<file path="src/rtl/tf2x32_pkg.sv">
// Shared types, constants and helper functions for the Threefry2x32 generator.
// No dependencies; used by every module under rtl/.
package tf2x32_pkg;

  localparam int unsigned WordW   = 32;
  localparam int unsigned CtrW    = 64;
  localparam int unsigned Rounds  = 20;
  localparam int unsigned GroupSz = 4;
  localparam int unsigned CfgIdxW = 2;

  localparam logic [WordW-1:0] KsParity = 32'h1bd1_1bda;

  // Configuration register indexes.
  localparam logic [CfgIdxW-1:0] RegKeyWord0    = 2'd0;
  localparam logic [CfgIdxW-1:0] RegKeyWord1    = 2'd1;
  localparam logic [CfgIdxW-1:0] RegCounterBase = 2'd2;

  localparam logic [4:0] RotTable [8] = '{
    5'd13, 5'd15, 5'd26, 5'd6, 5'd17, 5'd29, 5'd16, 5'd24
  };

  typedef struct packed {
    logic [WordW-1:0] x0;
    logic [WordW-1:0] x1;
  } word_pair_t;

  typedef struct packed {
    logic [WordW-1:0] ks0;
    logic [WordW-1:0] ks1;
    logic [WordW-1:0] ks2;
  } key_sched_t;

  // Key injection applied at the end of a group of four rounds.
  typedef struct packed {
    logic             en;
    logic [WordW-1:0] k0;
    logic [WordW-1:0] k1;
  } inject_t;

  function automatic logic [WordW-1:0] rotl32(input logic [WordW-1:0] v,
                                              input logic [4:0] r);
    logic [2*WordW-1:0] dbl;
    dbl = {v, v} << r;
    return dbl[2*WordW-1:WordW];
  endfunction

  function automatic logic [WordW-1:0] ks_word(input key_sched_t ks,
                                               input int unsigned idx);
    logic [WordW-1:0] w;
    unique case (idx % 3)
      0:       w = ks.ks0;
      1:       w = ks.ks1;
      default: w = ks.ks2;
    endcase
    return w;
  endfunction

endpackage

</file>
<file path="src/rtl/tf2x32_cfg.sv">
// Configuration registers and derived key schedule for the Threefry2x32 generator.
// Depends on tf2x32_pkg.
module tf2x32_cfg (
  input  logic                              clk,
  input  logic                              rst_n,
  input  logic                              cfg_we,
  input  logic [tf2x32_pkg::CfgIdxW-1:0]    cfg_index,
  input  logic [tf2x32_pkg::CtrW-1:0]       cfg_data,
  output tf2x32_pkg::key_sched_t            key_sched,
  output logic [tf2x32_pkg::CtrW-1:0]       counter_base
);

  logic [tf2x32_pkg::WordW-1:0] key0_r;
  logic [tf2x32_pkg::WordW-1:0] key1_r;
  logic [tf2x32_pkg::CtrW-1:0]  base_r;

  always_ff @(posedge clk) begin
    if (!rst_n) begin
      key0_r <= '0;
      key1_r <= '0;
      base_r <= '0;
    end else if (cfg_we) begin
      unique case (cfg_index)
        tf2x32_pkg::RegKeyWord0:    key0_r <= cfg_data[tf2x32_pkg::WordW-1:0];
        tf2x32_pkg::RegKeyWord1:    key1_r <= cfg_data[tf2x32_pkg::WordW-1:0];
        tf2x32_pkg::RegCounterBase: base_r <= cfg_data;
        default: ;
      endcase
    end
  end

  assign key_sched.ks0 = key0_r;
  assign key_sched.ks1 = key1_r;
  assign key_sched.ks2 = key0_r ^ key1_r ^ tf2x32_pkg::KsParity;
  assign counter_base  = base_r;

endmodule

</file>
<file path="src/rtl/tf2x32_round.sv">
// One pipeline stage: a single add / rotate / XOR round, with optional key injection.
// Depends on tf2x32_pkg.
module tf2x32_round (
  input  logic                    clk,
  input  logic                    rst_n,
  input  logic [4:0]              rot_amt,
  input  tf2x32_pkg::inject_t     inj,
  input  logic                    valid_i,
  input  tf2x32_pkg::word_pair_t  data_i,
  output logic                    ready_o,
  output logic                    valid_o,
  output tf2x32_pkg::word_pair_t  data_o,
  input  logic                    ready_i
);

  logic                   valid_r;
  tf2x32_pkg::word_pair_t data_r;
  tf2x32_pkg::word_pair_t data_nxt;
  logic [tf2x32_pkg::WordW-1:0] sum0;
  logic [tf2x32_pkg::WordW-1:0] mix1;

  always_comb begin
    sum0 = data_i.x0 + data_i.x1;
    mix1 = tf2x32_pkg::rotl32(data_i.x1, rot_amt) ^ sum0;
    if (inj.en) begin
      data_nxt.x0 = sum0 + inj.k0;
      data_nxt.x1 = mix1 + inj.k1;
    end else begin
      data_nxt.x0 = sum0;
      data_nxt.x1 = mix1;
    end
  end

  // Take a new item whenever this slot is empty or its item moves on.
  assign ready_o = !valid_r || ready_i;

  always_ff @(posedge clk) begin
    if (!rst_n) begin
      valid_r <= 1'b0;
    end else if (ready_o) begin
      valid_r <= valid_i;
    end
  end

  always_ff @(posedge clk) begin
    if (ready_o && valid_i) begin
      data_r <= data_nxt;
    end
  end

  assign valid_o = valid_r;
  assign data_o  = data_r;

endmodule

</file>
<file path="src/rtl/threefry2x32_counter_prng.sv">
// Top level of the Threefry2x32-20 counter-based random generator.
// Depends on tf2x32_pkg, tf2x32_cfg and tf2x32_round.
//
// Usage:
//   Input channel (in_valid / in_stall / in_element_index) carries one element
//   index per item. Result channel (out_valid / out_stall / out_random_word0/1)
//   returns the two cipher words for that index, in order.
//   Configuration (cfg_we / cfg_index / cfg_data) writes key_word0 (index 0),
//   key_word1 (index 1) or counter_base (index 2); other indexes are ignored.
//   Write configuration only while no item is in flight.
// Stages: 22 register stages: one for the 64-bit counter add, one for the
//   initial key add, and one per cipher round.
// Throughput: one item per cycle while out_stall is low; each round has its own
//   stage, so a new index may enter every cycle while in_stall is low.
// Reset: synchronous on rst_n low; all stages empty, configuration registers zero.
// Stall: when out_stall is high the last stage holds its item; earlier stages
//   keep filling empty slots, and in_stall rises only once the stage after
//   the input is occupied and cannot move.
module threefry2x32_counter_prng (
  input  logic                             clk,
  input  logic                             rst_n,
  input  logic                             cfg_we,
  input  logic [tf2x32_pkg::CfgIdxW-1:0]   cfg_index,
  input  logic [tf2x32_pkg::CtrW-1:0]      cfg_data,
  input  logic                             in_valid,
  output logic                             in_stall,
  input  logic [tf2x32_pkg::WordW-1:0]     in_element_index,
  output logic                             out_valid,
  input  logic                             out_stall,
  output logic [tf2x32_pkg::WordW-1:0]     out_random_word0,
  output logic [tf2x32_pkg::WordW-1:0]     out_random_word1
);

  localparam int unsigned NumRounds = tf2x32_pkg::Rounds;

  tf2x32_pkg::key_sched_t        key_sched;
  logic [tf2x32_pkg::CtrW-1:0]   counter_base;

  tf2x32_cfg u_cfg (
    .clk          (clk),
    .rst_n        (rst_n),
    .cfg_we       (cfg_we),
    .cfg_index    (cfg_index),
    .cfg_data     (cfg_data),
    .key_sched    (key_sched),
    .counter_base (counter_base)
  );

  // Stage A: counter add.
  logic                          ctr_valid_r;
  logic [tf2x32_pkg::CtrW-1:0]   ctr_r;
  logic                          ctr_ready;
  // Stage B: initial key add.
  logic                          key_valid_r;
  tf2x32_pkg::word_pair_t        key_r;
  logic                          key_ready;

  logic                          rnd_valid [NumRounds+1];
  tf2x32_pkg::word_pair_t        rnd_data  [NumRounds+1];
  logic                          rnd_ready [NumRounds+1];

  assign ctr_ready = !ctr_valid_r || key_ready;
  assign key_ready = !key_valid_r || rnd_ready[0];
  assign in_stall  = !ctr_ready;

  always_ff @(posedge clk) begin
    if (!rst_n) begin
      ctr_valid_r <= 1'b0;
      key_valid_r <= 1'b0;
    end else begin
      if (ctr_ready) ctr_valid_r <= in_valid;
      if (key_ready) key_valid_r <= ctr_valid_r;
    end
  end

  always_ff @(posedge clk) begin
    if (ctr_ready && in_valid) begin
      ctr_r <= {{(tf2x32_pkg::CtrW-tf2x32_pkg::WordW){1'b0}}, in_element_index}
               + counter_base;
    end
    if (key_ready && ctr_valid_r) begin
      key_r.x0 <= ctr_r[tf2x32_pkg::WordW-1:0] + key_sched.ks0;
      key_r.x1 <= ctr_r[tf2x32_pkg::CtrW-1:tf2x32_pkg::WordW] + key_sched.ks1;
    end
  end

  assign rnd_valid[0] = key_valid_r;
  assign rnd_data[0]  = key_r;

  for (genvar i = 0; i < NumRounds; i++) begin : g_round
    localparam int unsigned Group = i / tf2x32_pkg::GroupSz;
    localparam int unsigned RotIx = (Group % 2) * tf2x32_pkg::GroupSz
                                    + (i % tf2x32_pkg::GroupSz);
    localparam logic [tf2x32_pkg::WordW-1:0] GroupNum = (Group + 1);

    tf2x32_pkg::inject_t inj;

    assign inj.en = ((i % tf2x32_pkg::GroupSz) == (tf2x32_pkg::GroupSz - 1));
    assign inj.k0 = tf2x32_pkg::ks_word(key_sched, Group + 1);
    assign inj.k1 = tf2x32_pkg::ks_word(key_sched, Group + 2) + GroupNum;

    tf2x32_round u_round (
      .clk     (clk),
      .rst_n   (rst_n),
      .rot_amt (tf2x32_pkg::RotTable[RotIx]),
      .inj     (inj),
      .valid_i (rnd_valid[i]),
      .data_i  (rnd_data[i]),
      .ready_o (rnd_ready[i]),
      .valid_o (rnd_valid[i+1]),
      .data_o  (rnd_data[i+1]),
      .ready_i (rnd_ready[i+1])
    );
  end

  assign rnd_ready[NumRounds] = !out_stall;

  assign out_valid        = rnd_valid[NumRounds];
  assign out_random_word0 = rnd_data[NumRounds].x0;
  assign out_random_word1 = rnd_data[NumRounds].x1;

endmodule
</file>
<file path="config.mk">
export PLATFORM = sky130hd
export DESIGN_NAME = threefry2x32_counter_prng
export DESIGN_NICKNAME = d
export VERILOG_FILES = /design/src/rtl/tf2x32_pkg.sv /design/src/rtl/tf2x32_cfg.sv /design/src/rtl/tf2x32_round.sv /design/src/rtl/threefry2x32_counter_prng.sv
export SDC_FILE = /design/constraint.sdc
export NUM_CORES = 2
export LEC_CHECK = 0
export BUFFER_PORTS_ARGS = -buffer_cell sky130_fd_sc_hd__clkbuf_2
export CORE_MARGIN = 5
export CORE_UTILIZATION = 40
export DETAILED_ROUTE_END_ITERATION = 10
export PLACE_DENSITY = 0.56
export SKIP_CTS_REPAIR_TIMING = 1
export SYNTH_ARGS = -nofsm -noshare
export SYNTH_HDL_FRONTEND = slang
export SYNTH_SLANG_ARGS = --single-unit
</file>
<file path="constraint.sdc">
create_clock -name clk -period 12.64 [get_ports clk]
set_input_delay 2.528 -clock clk [delete_from_list [all_inputs] [get_ports clk]]
set_output_delay 2.528 -clock clk [all_outputs]
set_load 0.01 [all_outputs]
</file>
-- Yosys cells after proc, flatten, opt, wreduce, memory -nomap -nowiden
Cells that the tools add are included.
- register bits after elaboration: 1558
- ROM bits: 0
- bits in latches: 0
- output and inout bits: 66
- memories kept: 0
- word-level logic and storage cells: 202
- input port bits: 103
- bits in writable memories: 0
- divide/modulo/power cells: 0
- reduce and logical (&&, ||, !) cells: 72
- bitwise logic cells: 22
- muxes and demuxes: 0
- equality and inequality tests: 2
- shift-type cells: 0
- order comparisons: 0
- $mul: 0
- $add $sub $neg: 38
- operators with widths (cell ; number):
    32-bit adder ; 32
    32-bit XOR ; 21
    32-bit by 2-bit adder with 32-bit output (second input constant) ; 2
    32-bit by 3-bit adder with 32-bit output (second input constant) ; 2
    32-bit by 64-bit adder with 64-bit output ; 1
    32-bit by 1-bit adder with 32-bit output (second input constant) ; 1
    1-bit logical NOT ; 24
    1-bit logical AND ; 22
    1-bit logical OR ; 22
    17-bit inverter ; 1
    2-bit AND reduction ; 3
    2-bit by 1-bit == test with 1-bit output (second input constant) ; 1
    2-bit == test (second input constant) ; 1
    2-bit logical NOT ; 1

-- Longest topological paths before layout
- depth in word-level cells: 24
- mapped depth: 26
- mapped depth without buffers: 26

-- By module
A second synthesis with hierarchy kept.
- cells, all modules: 23585
- area, all modules: 209163.1 um^2
- by module, submodules not included (module ; instances ; cells an instance ; sequential area each (um^2) ; area each (um^2)):
    tf2x32_round (g_round[19].u_round ...) ; 7 ; 1090 ; 1941.9 ; 9673.0
    tf2x32_round (g_round[12].u_round ...) ; 6 ; 1073 ; 1941.9 ; 9446.6
    tf2x32_round (g_round[10].u_round ...) ; 2 ; 1117 ; 1941.9 ; 9835.7
    threefry2x32_counter_prng ; 1 ; 1311 ; 3883.7 ; 11994.0
    tf2x32_round (g_round[7].u_round) ; 1 ; 1114 ; 1941.9 ; 9779.4
    tf2x32_round (g_round[8].u_round) ; 1 ; 1111 ; 1941.9 ; 9736.8
    tf2x32_round (g_round[18].u_round) ; 1 ; 1079 ; 1941.9 ; 9641.7
    tf2x32_round (g_round[6].u_round) ; 1 ; 1089 ; 1941.9 ; 9450.3
    tf2x32_round (g_round[0].u_round) ; 1 ; 1060 ; 1941.9 ; 9364.0
    tf2x32_cfg ; 1 ; 519 ; 2562.5 ; 5134.9

-- Worst setup path before layout
Ideal clock, no wire load.
- path kind: input to register
- from: in out_stall
- to: reg key_r[0] (netlist name) (enable)
- buffers on the path: 1
- stages on the path: 11
- slack: 3121 ps
- arrival: 8935 ps
- library setup time: 584 ps
- required time: 12056 ps
- cell sequence: and3_1 -> and3_1 -> and2_1 -> and3_1 -> and3_1 -> clkbuf_1 -> and4_1 -> nand3_1 -> nor2_1 -> and3_1 -> a21boi_0
- cells in the longest elaborated chain, start to end: 23
- RTL lines (item ; RTL line ; RTL):
    start: declaration ; threefry2x32_counter_prng.sv:29 ; input logic out_stall,
    1-bit logical NOT ; threefry2x32_counter_prng.sv:116 ; assign rnd_ready[NumRounds] = !out_stall;
    1-bit logical OR (20 in series) ; tf2x32_round.sv:35 ; assign ready_o = !valid_r || ready_i;
    1-bit logical OR ; threefry2x32_counter_prng.sv:63 ; assign key_ready = !key_valid_r || rnd_ready[0];
    1-bit logical AND ; threefry2x32_counter_prng.sv:81 ; if (key_ready && ctr_valid_r) begin
    end: declaration ; threefry2x32_counter_prng.sv:55 ; tf2x32_pkg::word_pair_t key_r;
No other way between the ends.
A chain may end at the register's enable or synchronous reset.

-- Final worst setup path
- from: in out_stall
- to: out in_stall
- cells in the longest elaborated chain, start to end: 24
- RTL lines (item ; RTL line ; RTL):
    1-bit logical NOT ; threefry2x32_counter_prng.sv:116 ;
    1-bit logical OR (20 in series) ; tf2x32_round.sv:35 ;
    1-bit logical OR ; threefry2x32_counter_prng.sv:63 ;
    1-bit logical OR ; threefry2x32_counter_prng.sv:62 ; assign ctr_ready = !ctr_valid_r || key_ready;
    1-bit logical NOT ; threefry2x32_counter_prng.sv:64 ; assign in_stall = !ctr_ready;
    end: declaration ; threefry2x32_counter_prng.sv:26 ; output logic in_stall,
No other way between the ends.

==> reports/metrics.yaml <==
outcome: "finished clean"
gp_congestion: 0.9445
p_total_mw: 12.28
ant_nets: 0
rsz0062_at_grt: "false"
finalHoldViolations: 0
netlist_instances: 9346
ys_seq_area_frac: 0.4382
synth-main-ff-cell: "edfxtp_1"
wirelength_um: 341200
synth_area_leader_cell: "edfxtp_1"
first_global_vias: 71231
clk_latency_ps: 840
tightest_slew_ps: 1250
overflow: 0
max_cap_viol_count: 0
yosys-top-cells-area: "edfxtp_1 (41%), ha_1 (14%), xor2_1 (7.8%)"
routedWlPerCell_um: 25.69
layout_min_cycle_time_ps: 9140
layout_setup_ws_ps: 3500
async_reset_ff_frac: 0
die_w_um: 518.3
drive_gt1_frac: 0.06960
final-setup-viol-count: 0
finClkSkew_ps: 32.61
cts_tree: "done"
yosysMostFrequentCell: "edfxtp_1"
cts_root_buf: "clkbuf_16"
grt_pass1_wl_um: 487200
synth_seq_cells: 1558
p_leak_nw: 46.79
row_count: 186
drt_iter0_drc: 6747
nets: 11000
hpwl_um: 271100
fmax_mhz: 109.4
dieArea_um2: 268600
relSlewSlack: 0.1666
grtUsageTotal: 0.2453
netlist_area_um2: 103300
ir_drop_mv: 0.1236
floorplan.initialDensity: 0.4022
area_growth_pct: 11.38
syn_area_per_cell_um2: 11.06
min_path_type: "reg -> reg"
clock_sinks: 1558
dr.pass1.iters: 6
core_area_um2: 256900
synth_cell_types: 95
yosysTopAreaCellShare: 0.4091
cts_buffers: 177
finalCritPeriodShare: 0.7231
vias_per_cell: 5.608
antenna_found_initial: 37
pre_cts_ws_ps: 3458
die_h_um: 518.3
grt_max_degree: 88
port_buffers: 168
start_kind: "input port"
synth_commonest_cells: "edfxtp_1 (1408), ha_1 (1144), xor2_1 (915), a21oi_1 (737), xnor2_1 (712)"
crit_type: "in -> out"
htree_num_levels: 4
critical_path.max_fanout: 7
synth_fp_nets: 10626
cts_buffer_depth: 3
yosys_warnings: 0
worstPathRequired_ps: 10110
ios: 169
vias: 74471
maxSlewViolCount: 0
post-route-drc-count: 0
cp.arrival_ps: 6610
cts.clk_slew.worst_paths_ps: 60
fin_tns_setup_ps: 0
synth_edf_count: 1408
power.density_nw_per_um2: 106.7
crit_path_end_kind: "output port"
final cells by class:
cell class | count | area (um2)
diodes | 26 | 65.06
inverters | 271 | 1017
multi-input cells | 7440 | 56970
flip-flops and latches | 1558 | 45280
repair buffers | 272 | 1624
well taps | 3384 | 4234
clock inverters | 118 | 1251
clock buffers | 211 | 4661
fillers | 24028 | 141800
where the power goes:
| group | internal, mW | switching, mW |
|---|---|---|
| clock | 3.08 | 2.20 |
| sequential | 5.71 | 0.0741 |
| combinational | 0.457 | 0.766 |
| total | 9.24 | 3.04 |
layout by cell type, fill, tap and decap left out, drive strengths merged, types with 34 or more instances in the layout:
cell type and instances:
buf 105, inv 286, o21ai 445, o21a 159
nand3 150, a21oi 742, a21o 433, xnor2 712
nor2 448, nor3 140, or2 45, o21bai 135
nand2 542, dfxtp 150, or3 37, and2 57
a31oi 80, nand2b 149, clkinv 70, a221oi 44
ha 1144, edfxtp 1408, nand4 49, a211oi 103
xor2 915, o211ai 34, a21boi 173, clkbuf 378
and3 118, nor2b 136
through the flow:
step	std cells	hold slack [ps]	area [um2]	utilization
finish	13280	470.2	115100	0.4480
detailed placement	12925	464.6	109100	0.4248
floorplan	9346	443.5	103300	-
CTS	13254	472.7	115000	0.4478
global placement	12925	456.7	109100	0.4248
global route	13258	485.6	115100	0.4478
worst paths after layout:
path,from,endpoint,slack (ps),cells after the start
hold reg to reg,u_cfg.counter_base[19],u_cfg.counter_base[19],470,2
hold / removal,u_cfg.counter_base[19],u_cfg.counter_base[19],470,2
setup reg to reg,g_round[18].u_round.data_o[0],g_round[19].u_round.data_o[31],5950,26
setup / recovery,out_stall,in_stall,3500,13
cells by family after synthesis:
| group | synth area share |
|---|---|
| multiplexers | 0.0002906 |
| AO/OA/AOI/OAI | 0.1699 |
| adder cells (fa/ha/maj) | 0.1449 |
| flip-flops | 0.4382 |
| buffers and inverters | 0.01265 |
| AND/OR/NAND/NOR | 0.09243 |
| XOR/XNOR | 0.1417 |
sequential cells by signal, summed over array words and instances, names as in the netlist:
name                     cells
g_round.u_round.data_o    1280
ctr_r                       64
key_r                       64
u_cfg.counter_base          64
u_cfg.key0_r                32
u_cfg.key1_r                32
g_round.u_round.valid_o     20
ctr_valid_r                  1
key_valid_r                  1
per-layer routing:
metal  routed length, um  up-vias  GRT usage
met5                  34        -          0
met4               16030        4     0.1082
met3               23370      507    0.04574
met2              150000     2527     0.3805
met1              151800    35732     0.3346
li1                    -    35701          -
worst max-delay path, cell delays in order:
cell      delay [ps]
clkbuf_2         130
and3_1           340
and3_1           310
and2_1           230
and3_1           270
and3_1           310
buf_4            260
and4_1           410
nand3_1          140
nor2_1           540
and3_1           430
and3_1           470
clkbuf_2         210
Note: power is estimated with default switching activity, not from simulation.
